===== config.mk =====
export PLATFORM = sky130hd
export DESIGN_NAME = pcrl_ctrl
export DESIGN_NICKNAME = d
export VERILOG_FILES = /design/src/rtl/pid_controller_ramp_limited_assert.svh /design/src/rtl/pcrl_pkg.sv /design/src/rtl/pcrl_ctrl.sv
export SDC_FILE = /design/constraint.sdc
export NUM_CORES = 1
export LEC_CHECK = 0
export BUFFER_PORTS_ARGS = -buffer_cell sky130_fd_sc_hd__buf_4
export CORE_UTILIZATION = 50
export CTS_CLUSTER_DIAMETER = 150
export CTS_CLUSTER_SIZE = 10
export DETAILED_ROUTE_END_ITERATION = 7
export PLACE_DENSITY = 0.79
export SYNTH_ARGS = -nofsm -noshare
export SYNTH_HDL_FRONTEND = slang
export SYNTH_SLANG_ARGS = --single-unit

===== constraint.sdc =====
create_clock -name clk -period 2.41 [get_ports clk]
set_input_delay 0.482 -clock clk [delete_from_list [all_inputs] [get_ports clk]]
set_output_delay 0.482 -clock clk [all_outputs]
set_load 0.02 [all_outputs]

===== src/rtl/pid_controller_ramp_limited_assert.svh =====
// Assertion macros shared by the PID controller RTL.
// No dependencies; clocked on clk with asynchronous active-low rst_n.
`ifndef PID_CONTROLLER_RAMP_LIMITED_ASSERT_SVH
`define PID_CONTROLLER_RAMP_LIMITED_ASSERT_SVH

// Same-cycle implication.
`define PCRL_ASSERT_NOW(label, ante, cons, msg) \
    label: assert property (@(posedge clk) disable iff (!rst_n) (ante) |-> (cons)) \
        else $error(msg);

// Next-cycle implication.
`define PCRL_ASSERT_NEXT(label, ante, cons, msg) \
    label: assert property (@(posedge clk) disable iff (!rst_n) (ante) |=> (cons)) \
        else $error(msg);

`endif


===== src/rtl/pcrl_pkg.sv =====
// Shared types, constants and arithmetic helpers for the PID controller.
// No dependencies.
package pcrl_pkg;

    localparam int DATA_W = 32;
    localparam int DT_W   = 19;
    localparam int M_W    = 20;
    localparam int DIV_N_W = 68;
    localparam int DIV_D_W = 21;
    localparam int DIV_Q_W = 34;
    localparam int ACC_W  = 84;
    localparam int CFG_IDX_W = 3;

    localparam logic [DT_W-1:0]    DT_DEFAULT_US = 19'd1000;
    localparam logic [31:0]        DT_MAX_US     = 32'd500000;
    localparam logic [M_W-1:0]     US_PER_S      = 20'd1000000;

    // floor(N / 15625) for N below 15625 * 2^32: estimate with a reciprocal, then fix by up to 3
    localparam logic [32:0] RECIP_M   = 33'd4503599627;
    localparam logic [32:0] C_DIVISOR = 33'd15625;
    localparam logic [15:0] C_STEP1   = 16'd15625;
    localparam logic [15:0] C_STEP2   = 16'd31250;
    localparam logic [15:0] C_STEP3   = 16'd46875;
    localparam logic [60:0] C_OVF_LIM = 61'd67108864000000;

    localparam logic [CFG_IDX_W-1:0] CFG_KP    = 3'd0;
    localparam logic [CFG_IDX_W-1:0] CFG_KI    = 3'd1;
    localparam logic [CFG_IDX_W-1:0] CFG_KD    = 3'd2;
    localparam logic [CFG_IDX_W-1:0] CFG_RAMP  = 3'd3;
    localparam logic [CFG_IDX_W-1:0] CFG_LIMIT = 3'd4;

    typedef enum logic [4:0] {
        OP_NONE,
        OP_LOAD,
        OP_DT,
        OP_PMUL,
        OP_PSAT,
        OP_IMUL,
        OP_DMUL,
        OP_WLO,
        OP_WHI,
        OP_DIV,
        OP_CMUL,
        OP_CBACK,
        OP_CFIX,
        OP_IFIN,
        OP_DFIN,
        OP_RMUL,
        OP_RFIN,
        OP_COMMIT
    } op_t;

    typedef struct packed {
        op_t op;
    } cmd_t;

    typedef struct packed {
        logic div_busy;
        logic ramp_off;
        logic out_free;
    } status_t;

    function automatic logic [32:0] mag33(input logic signed [32:0] v);
        logic [32:0] r;
        r = v[32] ? 33'(-v) : 33'(v);
        return r;
    endfunction

    function automatic logic signed [31:0] sat_mag(input logic [DIV_Q_W-1:0] q,
                                                   input logic ovf, input logic neg);
        logic signed [31:0] r;
        if (neg) begin
            if (ovf || q > 34'h080000000) r = 32'sh80000000;
            else r = -$signed(q[31:0]);
        end
        else begin
            if (ovf || q > 34'h07fffffff) r = 32'sh7fffffff;
            else r = $signed(q[31:0]);
        end
        return r;
    endfunction

    function automatic logic signed [31:0] clamp_lim(input logic signed [33:0] v,
                                                     input logic [30:0] lim);
        logic signed [33:0] l;
        logic signed [31:0] r;
        l = $signed({3'b000, lim});
        if (v > l) r = l[31:0];
        else if (v < -l) r = 32'(-l);
        else r = v[31:0];
        return r;
    endfunction

    function automatic logic signed [31:0] sat32(input logic signed [33:0] v);
        logic signed [31:0] r;
        if (v > 34'sh07fffffff) r = 32'sh7fffffff;
        else if (v < -34'sh080000000) r = 32'sh80000000;
        else r = v[31:0];
        return r;
    endfunction

endpackage


===== src/rtl/pcrl_ctrl.sv =====
// Sequencer for the PID datapath: one-hot state machine issuing micro-operations.
// Depends on pcrl_pkg.
module pcrl_ctrl (
    input  logic              clk,
    input  logic              rst_n,
    input  logic              in_valid,
    output logic              in_ready,
    input  pcrl_pkg::status_t status,
    output pcrl_pkg::cmd_t    cmd
);
    typedef enum logic [22:0] {
        ST_IDLE  = 23'd1 << 0,
        ST_DT    = 23'd1 << 1,
        ST_PMUL  = 23'd1 << 2,
        ST_PSAT  = 23'd1 << 3,
        ST_IMUL  = 23'd1 << 4,
        ST_ILO   = 23'd1 << 5,
        ST_IHI   = 23'd1 << 6,
        ST_ICM   = 23'd1 << 7,
        ST_ICB   = 23'd1 << 8,
        ST_ICF   = 23'd1 << 9,
        ST_IFIN  = 23'd1 << 10,
        ST_DMUL  = 23'd1 << 11,
        ST_DLO   = 23'd1 << 12,
        ST_DHI   = 23'd1 << 13,
        ST_DDIV  = 23'd1 << 14,
        ST_DWAIT = 23'd1 << 15,
        ST_DFIN  = 23'd1 << 16,
        ST_RMUL  = 23'd1 << 17,
        ST_RCM   = 23'd1 << 18,
        ST_RCB   = 23'd1 << 19,
        ST_RCF   = 23'd1 << 20,
        ST_RFIN  = 23'd1 << 21,
        ST_COMMIT = 23'd1 << 22
    } state_t;

    state_t state_reg, state_next;

    assign in_ready = (state_reg == ST_IDLE);

    always_comb
    begin
        state_next = state_reg;
        cmd.op     = pcrl_pkg::OP_NONE;
        case (state_reg)
            ST_IDLE:
            begin
                if (in_valid) begin
                    cmd.op     = pcrl_pkg::OP_LOAD;
                    state_next = ST_DT;
                end
            end
            ST_DT:   begin cmd.op = pcrl_pkg::OP_DT;    state_next = ST_PMUL; end
            ST_PMUL: begin cmd.op = pcrl_pkg::OP_PMUL;  state_next = ST_PSAT; end
            ST_PSAT: begin cmd.op = pcrl_pkg::OP_PSAT;  state_next = ST_IMUL; end
            ST_IMUL: begin cmd.op = pcrl_pkg::OP_IMUL;  state_next = ST_ILO;  end
            ST_ILO:  begin cmd.op = pcrl_pkg::OP_WLO;   state_next = ST_IHI;  end
            ST_IHI:  begin cmd.op = pcrl_pkg::OP_WHI;   state_next = ST_ICM;  end
            ST_ICM:  begin cmd.op = pcrl_pkg::OP_CMUL;  state_next = ST_ICB;  end
            ST_ICB:  begin cmd.op = pcrl_pkg::OP_CBACK; state_next = ST_ICF;  end
            ST_ICF:  begin cmd.op = pcrl_pkg::OP_CFIX;  state_next = ST_IFIN; end
            ST_IFIN: begin cmd.op = pcrl_pkg::OP_IFIN;  state_next = ST_DMUL; end
            ST_DMUL: begin cmd.op = pcrl_pkg::OP_DMUL;  state_next = ST_DLO;  end
            ST_DLO:  begin cmd.op = pcrl_pkg::OP_WLO;   state_next = ST_DHI;  end
            ST_DHI:  begin cmd.op = pcrl_pkg::OP_WHI;   state_next = ST_DDIV; end
            ST_DDIV: begin cmd.op = pcrl_pkg::OP_DIV;   state_next = ST_DWAIT; end
            ST_DWAIT:
            begin
                if (!status.div_busy) state_next = ST_DFIN;
            end
            ST_DFIN:
            begin
                cmd.op     = pcrl_pkg::OP_DFIN;
                state_next = status.ramp_off ? ST_COMMIT : ST_RMUL;
            end
            ST_RMUL: begin cmd.op = pcrl_pkg::OP_RMUL;  state_next = ST_RCM;  end
            ST_RCM:  begin cmd.op = pcrl_pkg::OP_CMUL;  state_next = ST_RCB;  end
            ST_RCB:  begin cmd.op = pcrl_pkg::OP_CBACK; state_next = ST_RCF;  end
            ST_RCF:  begin cmd.op = pcrl_pkg::OP_CFIX;  state_next = ST_RFIN; end
            ST_RFIN: begin cmd.op = pcrl_pkg::OP_RFIN;  state_next = ST_COMMIT; end
            ST_COMMIT:
            begin
                if (status.out_free) begin
                    cmd.op     = pcrl_pkg::OP_COMMIT;
                    state_next = ST_IDLE;
                end
            end
            default: state_next = ST_IDLE;
        endcase
    end

    always_ff @(posedge clk or negedge rst_n)
    begin
        if (!rst_n) state_reg <= ST_IDLE;
        else state_reg <= state_next;
    end

endmodule


; ---- Yosys cells after proc, flatten, opt, wreduce, memory -nomap -nowiden
; Cells that the tools add are included.
[word_totals]
inputBits = 6
ff_bits = 23
output_inout_bits = 6
memories = 0
ram_bits = 0
latchBits = 0
rom_bits = 0
word_cells = 41
[classes]
n_reduce_logical = 6
n_lt_le_gt_ge = 0
shift = 0
addsub = 0
n_eq_ne = 26
div_mod_pow = 0
multipliers = 0
n_mux = 8
n_bitwise = 0
[op_table]
columns = op, n
row1 = $pmux 23 s23, 1
row2 = $mux 23, 4
row3 = $pmux 5 s17, 1
row4 = $eq 23x1->1 const B, 1
row5 = $eq 23x10->1 const B, 1
row6 = $eq 23x11->1 const B, 1
row7 = $eq 23x12->1 const B, 1
row8 = $eq 23x13->1 const B, 1
row9 = $eq 23x14->1 const B, 1
row10 = $eq 23x15->1 const B, 1
row11 = $eq 23x16->1 const B, 1
row12 = $eq 23x17->1 const B, 1
row13 = $eq 23x18->1 const B, 1
row14 = $eq 23x19->1 const B, 1
row15 = $eq 23x2->1 const B, 1
row16 = $eq 23x20->1 const B, 1
row17 = $eq 23x21->1 const B, 1
row18 = $eq 23x22->1 const B, 1
row19 = $eq 23x23->1 const B, 1
row20 = $eq 23x3->1 const B, 1
row21 = $eq 23x4->1 const B, 1
row22 = $eq 23x5->1 const B, 1
row23 = $eq 23x6->1 const B, 1
row24 = $eq 23x7->1 const B, 1
row25 = 7 further kinds, 13

; ---- Longest topological paths before layout
; Gate-level depths: netlist (run 1).
[depth]
word_depth = 3
ltp_mapped = 7
mapped_depth_nobuf = 6

; ---- Worst setup path before layout (run 1)
; No wires, ideal clock.
[synth_path]
path_kind = register -> output
startpoint = reg state_reg[13]
endpoint = out cmd[0] (netlist bit)
n_path_buf = 0
stages_incl_launch_ff = 7
setup_slack_ps = -69
required_ps = 1928
t_arrival_ps = 1997
path_cell_list = dfrtp_1 nor4_4 nand2_2 or4b_4 nor3b_2 nor4_1 o2111ai_1
[synth_rtl]
columns = element, line_no
row1 = start: declaration, pcrl_ctrl.sv:37  ; state_t state_reg, state_next;
row2 = start signal: assignment, pcrl_ctrl.sv:95  ; else state_reg <= state_next;
row3 = end: declaration, pcrl_ctrl.sv:9  ; output pcrl_pkg::cmd_t cmd

==> results.sh, run 1 <==
export IMPL_clock_path_buffers=2
export IMPL_max_freq_mhz=329
export IMPL_clk_pin_slew_ns=0.14
export IMPL_ff2ff_setup_slack_ns=-0.05
export IMPL_hold_path_class="in2async"
export IMPL_cellLeakagePower_nw=1.04
export IMPL_cts_tree="built"
export IMPL_fillCellCount=114
export IMPL_dieArea_sq_um=2830
export IMPL_grt_pass1_vias=1622
export IMPL_row_count=18
export IMPL_fin_skew_ns=0.0114
export IMPL_crit_path_end_kind="primary output"
export IMPL_avgRoutedWirePerCell_um=24.4
export IMPL_vias_per_cell=7.01
export IMPL_synth_top_cells_by_count="dfrtp_1, nor3_1, nor2_1"
export IMPL_synth_edf_count=0
export IMPL_required_ns=1.93
export IMPL_gp_congestion=1.03
export IMPL_cts_inserted_buffers=3
export IMPL_synth_seq_cells=23
export IMPL_arrival_ns=2.56
export IMPL_io_buffers=11
export IMPL_dr_total_vias=1690
export IMPL_wirelength_um=5880
export IMPL_grt_max_degree=24
export IMPL_finalPower_mw=1.41
export IMPL_synth_cell_area_sq_um=1310
export IMPL_grt_usage_pct=42.6
export IMPL_cts_sinks=23
export IMPL_postLayoutCoreUtil_pct=87.5
export IMPL_ir_worst_vdd_uv=716
export IMPL_drive_gt1_share_pct=56.9
export IMPL_synth_seq_area_share_pct=44.0
export IMPL_worstSkewPairLatency_ns=0.33
export IMPL_synth_area_leaders="dfrtp_1, nor3_1, nor4_4, nand3b_1, nor4_1"
export IMPL_synth_cells=130
export IMPL_antenna_cells=0
export IMPL_pre_cts_slack_ns=-0.159
export IMPL_fin_tns_setup_ns=-2.94
export IMPL_initial_core_util_pct=52.9
export IMPL_clock_root_buffer="clkbuf_4"
export IMPL_finalMaxSlewViolations=0
export IMPL_p_per_area_nw_per_um2=649
export IMPL_grt_pass1_wl_um=8270
export IMPL_multi_input_area_sq_um=895
export IMPL_rsz0062_at_grt="true"
export IMPL_pin_count=12
export IMPL_grt_overflow=0
export IMPL_min_period_ns=3.04
export IMPL_setup_viol=7
export IMPL_core_area_sq_um=2480
export IMPL_period_share_pct=126
export IMPL_yosysMostFrequentCell="dfrtp_1"
export IMPL_die_x_um=53.2
export IMPL_antenna_found_initial=0
export IMPL_instances_no_fill=241
export IMPL_post_route_drc_count=0
export IMPL_areaGrowthSynthToFinish_pct=65.5
export IMPL_avgSynthCellArea_sq_um=10.1
export IMPL_synth_top_area_share_pct=42.0
export IMPL_drv_cap=0
export IMPL_firstDrtPassIters=5
export IMPL_drt_iter0_drc=119
export IMPL_crit_path_max_fanout=4
export IMPL_dp_cells=220
export IMPL_ys_warn_count=0
export IMPL_worst_slew_pin_slew_ns=0.474
export IMPL_synth_nets=136
export IMPL_seqCellArea_sq_um=578
export IMPL_die_y_um=53.2
export IMPL_synth_top_area_cell="dfrtp_1"
export IMPL_critPathLaunchType="register"
export IMPL_holdBufCountCts=0
export IMPL_violations="setup timing"
export IMPL_htreeDepth=1
export IMPL_status="complete, but fails checks"
export IMPL_drtAntennaViolNets=0
export IMPL_slew_headroom_pct=68.2
export IMPL_hold_violations=0
export IMPL_largest_reg_flops=23
export IMPL_num_nets_final=218
export IMPL_post_dp_hpwl_um=2940
export IMPL_fin_ws_ns=-0.633
export IMPL_ys_async_sr_fraction_pct=100
export IMPL_ys_types=36
export IMPL_crit_type="reg2out"
export IMPL_synthFlopType="dfrtp_1"
==> final timing paths <==
path,from,to,depth (start not counted)
worst max-delay path,state_reg[5],cmd[0],8
worst min-delay path,rst_n,state_reg[4],1
worst max register to register,state_reg[5],state_reg[0],11
worst min register to register,state_reg[10],state_reg[12],2
max in group asynchronous,rst_n,state_reg[0],1
min in group clk,status[2],state_reg[16],2
==> final cells by class <==
type / instances / area share (%)
multi-input cells: 104 / 41.3
clock buffers: 3 / 1.04
well taps: 30 / 1.73
clock inverters: 1 / 0.231
flip-flops and latches: 23 / 26.7
inverters: 2 / 0.346
repair buffers: 78 / 28.7
==> layer usage <==
| metal | wire length [um] | up-vias | global-route usage [%] |
|---|---|---|---|
| li1 | - | 665 | - |
| met1 | 2030 | 808 | 50.3 |
| met4 | 504 | 0 | 21.9 |
| met3 | 631 | 63 | 9.48 |
| met2 | 2720 | 154 | 71.7 |
| met5 | 0 | - | 0 |
==> report_power, final <==
group | leakage [nW] | switching (mW) | internal [mW]
Combinational | 0.706 | 0.422 | 0.337
Sequential | 0.315 | 0.0440 | 0.417
Clock | 0.0177 | 0.126 | 0.0624
==> critical path: stages, from the launching register on <==
cell and delay, ns:
dfrtp_1 0.43, nor4_2 0.30, buf_4 0.19, and4_1 0.22
or4b_4 0.50, nor3b_4 0.25, nor4_2 0.08, o2111ai_2 0.09
buf_4 0.17
==> logic make-up (layout without fill, tap and decap cells) <==
group	Yosys count	in the layout	share of synthesized area [%]
xor gates and xnor gates	3	3	2.01
DFF	23	23	44.0
buffers and inverters	3	84	0.955
AOI/OAI and AO/OA	11	11	5.83
and+or+nand+nor	90	90	47.2
==> layout by cell type (no fill, tap or decap), types with 2 or more instances in the layout <==
cell       n
a21oi_1    2
a22o_1     2
and4_1     2
buf_4     68
buf_6     10
clkbuf_4   3
dfrtp_1   21
inv_1      2
nand2_1    8
nand2_2    3
nand2b_1   4
nand3b_1   8
nand4_1    3
nand4b_1   3
nor2_1    10
nor2b_1    3
nor3_1     3
nor3_2     8
nor3_4     5
nor3b_1    3
nor3b_2    2
nor3b_4    2
nor4_1     4
nor4_2     3
nor4_4     5
o21ai_0    2
or3_1      3
or4_1      2
xnor2_1    2
==> repair_timing <==
action | 4_1_cts | 5_1_grt
gates resized for setup | 31 | 15
endpoints found under the setup margin | 6 | 8
pin swaps | 11 | 9
hold endpoints to repair | 0 | 0
buffers inserted | 17 | 6
==> per-stage QoR <==
| step | hold slack, ns | instance area, sq um |
|---|---|---|
| final | 0.0218 | 2170 |
| after global routing | 0.0344 | 2170 |
| after CTS | 0.0314 | 2110 |
| after detailed placement | 0.392 | 1810 |
| after global placement | 0.389 | 1810 |
| after floorplan | 0.186 | 1320 |
(Power assumes the default switching activity.)
==> run 2, diff against run 1 <==
--- a/config.mk
+++ b/config.mk
@@ -11,6 +11,8 @@
 export CTS_CLUSTER_SIZE = 10
 export DETAILED_ROUTE_END_ITERATION = 7
 export PLACE_DENSITY = 0.79
+export SETUP_SLACK_MARGIN = 0.3
+export SKIP_LAST_GASP = 1
 export SYNTH_ARGS = -nofsm -noshare
 export SYNTH_HDL_FRONTEND = slang
 export SYNTH_SLANG_ARGS = --single-unit
==> run 2 against run 1 <==
  * The flow finishes with violations (hold timing, setup timing)
  * Non-clock buffer count is 15 lower
  * Clock skew is 0.0040 ns higher
  * First-iteration DRC count is 52% lower
  * Largest power group unchanged
  * Core utilization is 3.7 points lower
  * Clock power is 4% higher
  * Combinational power is 5.8% higher
  * Critical endpoint unchanged
  * Largest cell class unchanged
==> results.sh, run 2 (synthesis gave the netlist of run 1 again) <==
export IMPL_status="complete, but fails checks"
export IMPL_violations="hold timing, setup timing"
export IMPL_dieArea_sq_um=2830
export IMPL_arrival_ns=2.61
export IMPL_r2r_worst_path_cells=11
export IMPL_areaGrowthSynthToFinish_pct=58.5
export IMPL_mostFrequentLayoutCell="buf_4"
export IMPL_post_route_drc_count=0
export IMPL_hold_path_class="in2async"
export IMPL_max_freq_mhz=324
export IMPL_cp_top_family="simple AND/OR/NAND/NOR gates"
export IMPL_dp_cells=207
export IMPL_initial_core_util_pct=52.9
export IMPL_critPathBufInv=1
export IMPL_worst_slew_pin_slew_ns=0.537
export IMPL_finalMaxSlewViolations=0
export IMPL_cts_inserted_buffers=3
export IMPL_antenna_cells=0
export IMPL_postLayoutCoreUtil_pct=83.8
export IMPL_clock_root_buffer="clkbuf_4"
export IMPL_final_area_sq_um=2080
export IMPL_firstDrtPassIters=4
export IMPL_timing_hold_ws_ns=-0.00640
export IMPL_wirelength_um=5040
export IMPL_place_area_sq_um=1760
export IMPL_cts_tree="built"
export IMPL_critPathMostFrequentCell="nor4_4"
export IMPL_cellLeakagePower_nw=0.971
export IMPL_fin_ws_ns=-0.679
export IMPL_finalPower_mw=1.46
export IMPL_grt_pass1_wl_um=6640
export IMPL_period_share_pct=128
export IMPL_largest_reg_flops=23
export IMPL_instances_no_fill=226
export IMPL_timing_rr_start="state_reg[7]"
export IMPL_worstSkewPairLatency_ns=0.35
export IMPL_required_ns=1.93
export IMPL_grt_max_degree=24
export IMPL_post_dp_hpwl_um=3120
export IMPL_fin_skew_ns=0.0154
export IMPL_fin_tns_setup_ns=-3.20
export IMPL_critPathLaunchType="register"
export IMPL_drt_iter0_drc=57
export IMPL_grt_overflow=0
export IMPL_rsz0062_at_grt="true"
export IMPL_pre_cts_slack_ns=-0.192
export IMPL_gp_congestion=0.914
export IMPL_clk_pin_slew_ns=0.14
export IMPL_ff2ff_setup_slack_ns=-0.05
export IMPL_path_cells="nor4_4 -> and4_1 -> or4b_4 -> nor3b_4 -> nor4_4 -> o2111ai_2 -> buf_4"
export IMPL_cp_num_cells=7
export IMPL_ir_worst_vdd_uv=1010
export IMPL_crit_path_end_kind="primary output"
export IMPL_cp_slowest_stage_delay_ns=0.50
export IMPL_die_x_um=53.2
export IMPL_grt_usage_pct=35.1
export IMPL_dr_total_vias=1479
export IMPL_drv_cap=0
export IMPL_cts_sinks=23
export IMPL_crit_start="state_reg[0]"
export IMPL_p_per_area_nw_per_um2=701
export IMPL_min_period_ns=3.09
export IMPL_vias_per_cell=6.54
export IMPL_drive_gt1_share_pct=54.6
export IMPL_row_count=18
export IMPL_hold_violations=9
export IMPL_crit_type="reg2out"
export IMPL_critPathSlowestCell="or4b_4"
export IMPL_setup_viol=7
export IMPL_final_cell_mix="buf_4, dfrtp_1, nor2_1, nand2_1, buf_6"
export IMPL_num_nets_final=203
export IMPL_antenna_found_initial=0
export IMPL_drtAntennaViolNets=0
export IMPL_htreeDepth=1
export IMPL_pin_count=12
export IMPL_slew_headroom_pct=64.2
export IMPL_grt_pass1_vias=1402
export IMPL_io_buffers=11
export IMPL_clock_path_buffers=2
export IMPL_avgRoutedWirePerCell_um=22.3
export IMPL_crit_path_max_fanout=5
export IMPL_holdBufCountCts=0
export IMPL_reg2reg_to="state_reg[0]"
export IMPL_core_area_sq_um=2480
export IMPL_fillCellCount=122
export IMPL_die_y_um=53.2
## run 2: timing repair
| action | 4_1_cts | 5_1_grt |
|---|---|---|
| buffers inserted | 6 | 9 |
| cloned | 0 | 0 |
| pin swaps | 6 | 9 |
| endpoints found under the setup margin | 8 | 11 |
| gates resized for setup | 12 | 24 |
## run 2: worst register-to-register path: cells and delay by family (launching register included)
| family | cells | cell delay (ns) |
|---|---|---|
| simple gates | 4 | 1.02 |
| compound gates | 2 | 0.23 |
| flops | 1 | 0.43 |
| buf+inv | 5 | 0.73 |
## run 2: report_power, final
group	internal, mW	switching [mW]	total [mW]
clock	0.0627	0.134	0.196
sequential	0.416	0.0398	0.456
combinational	0.389	0.414	0.803
total	0.868	0.588	1.46
## run 2: worst max-delay path by stage
stage,to
2_1_floorplan,cmd[0]
3_3_place_gp,cmd[0]
3_5_place_dp,cmd[0]
4_1_cts,cmd[0]
5_1_grt,cmd[0]
6_report,cmd[0]
## run 2: cell type report
type | instances | area (sq um) | share of cell area (%)
Clock buffer | 3 | 22.5 | 1.08
Inverter | 2 | 7.51 | 0.361
Sequential cell | 23 | 577 | 27.8
Tap cell | 30 | 37.5 | 1.81
Timing Repair Buffer | 63 | 507 | 24.4
Multi-Input combinational cell | 104 | 921 | 44.3
Clock inverter | 1 | 5.00 | 0.241
## run 2: metal layers
layer	up-vias	GRT usage, %	part of all wire [%]
met5	-	0	0
met4	0	23.2	5.3
met3	32	6.90	6.8
met2	76	60.8	51
met1	736	38.4	37
li1	635	-	-
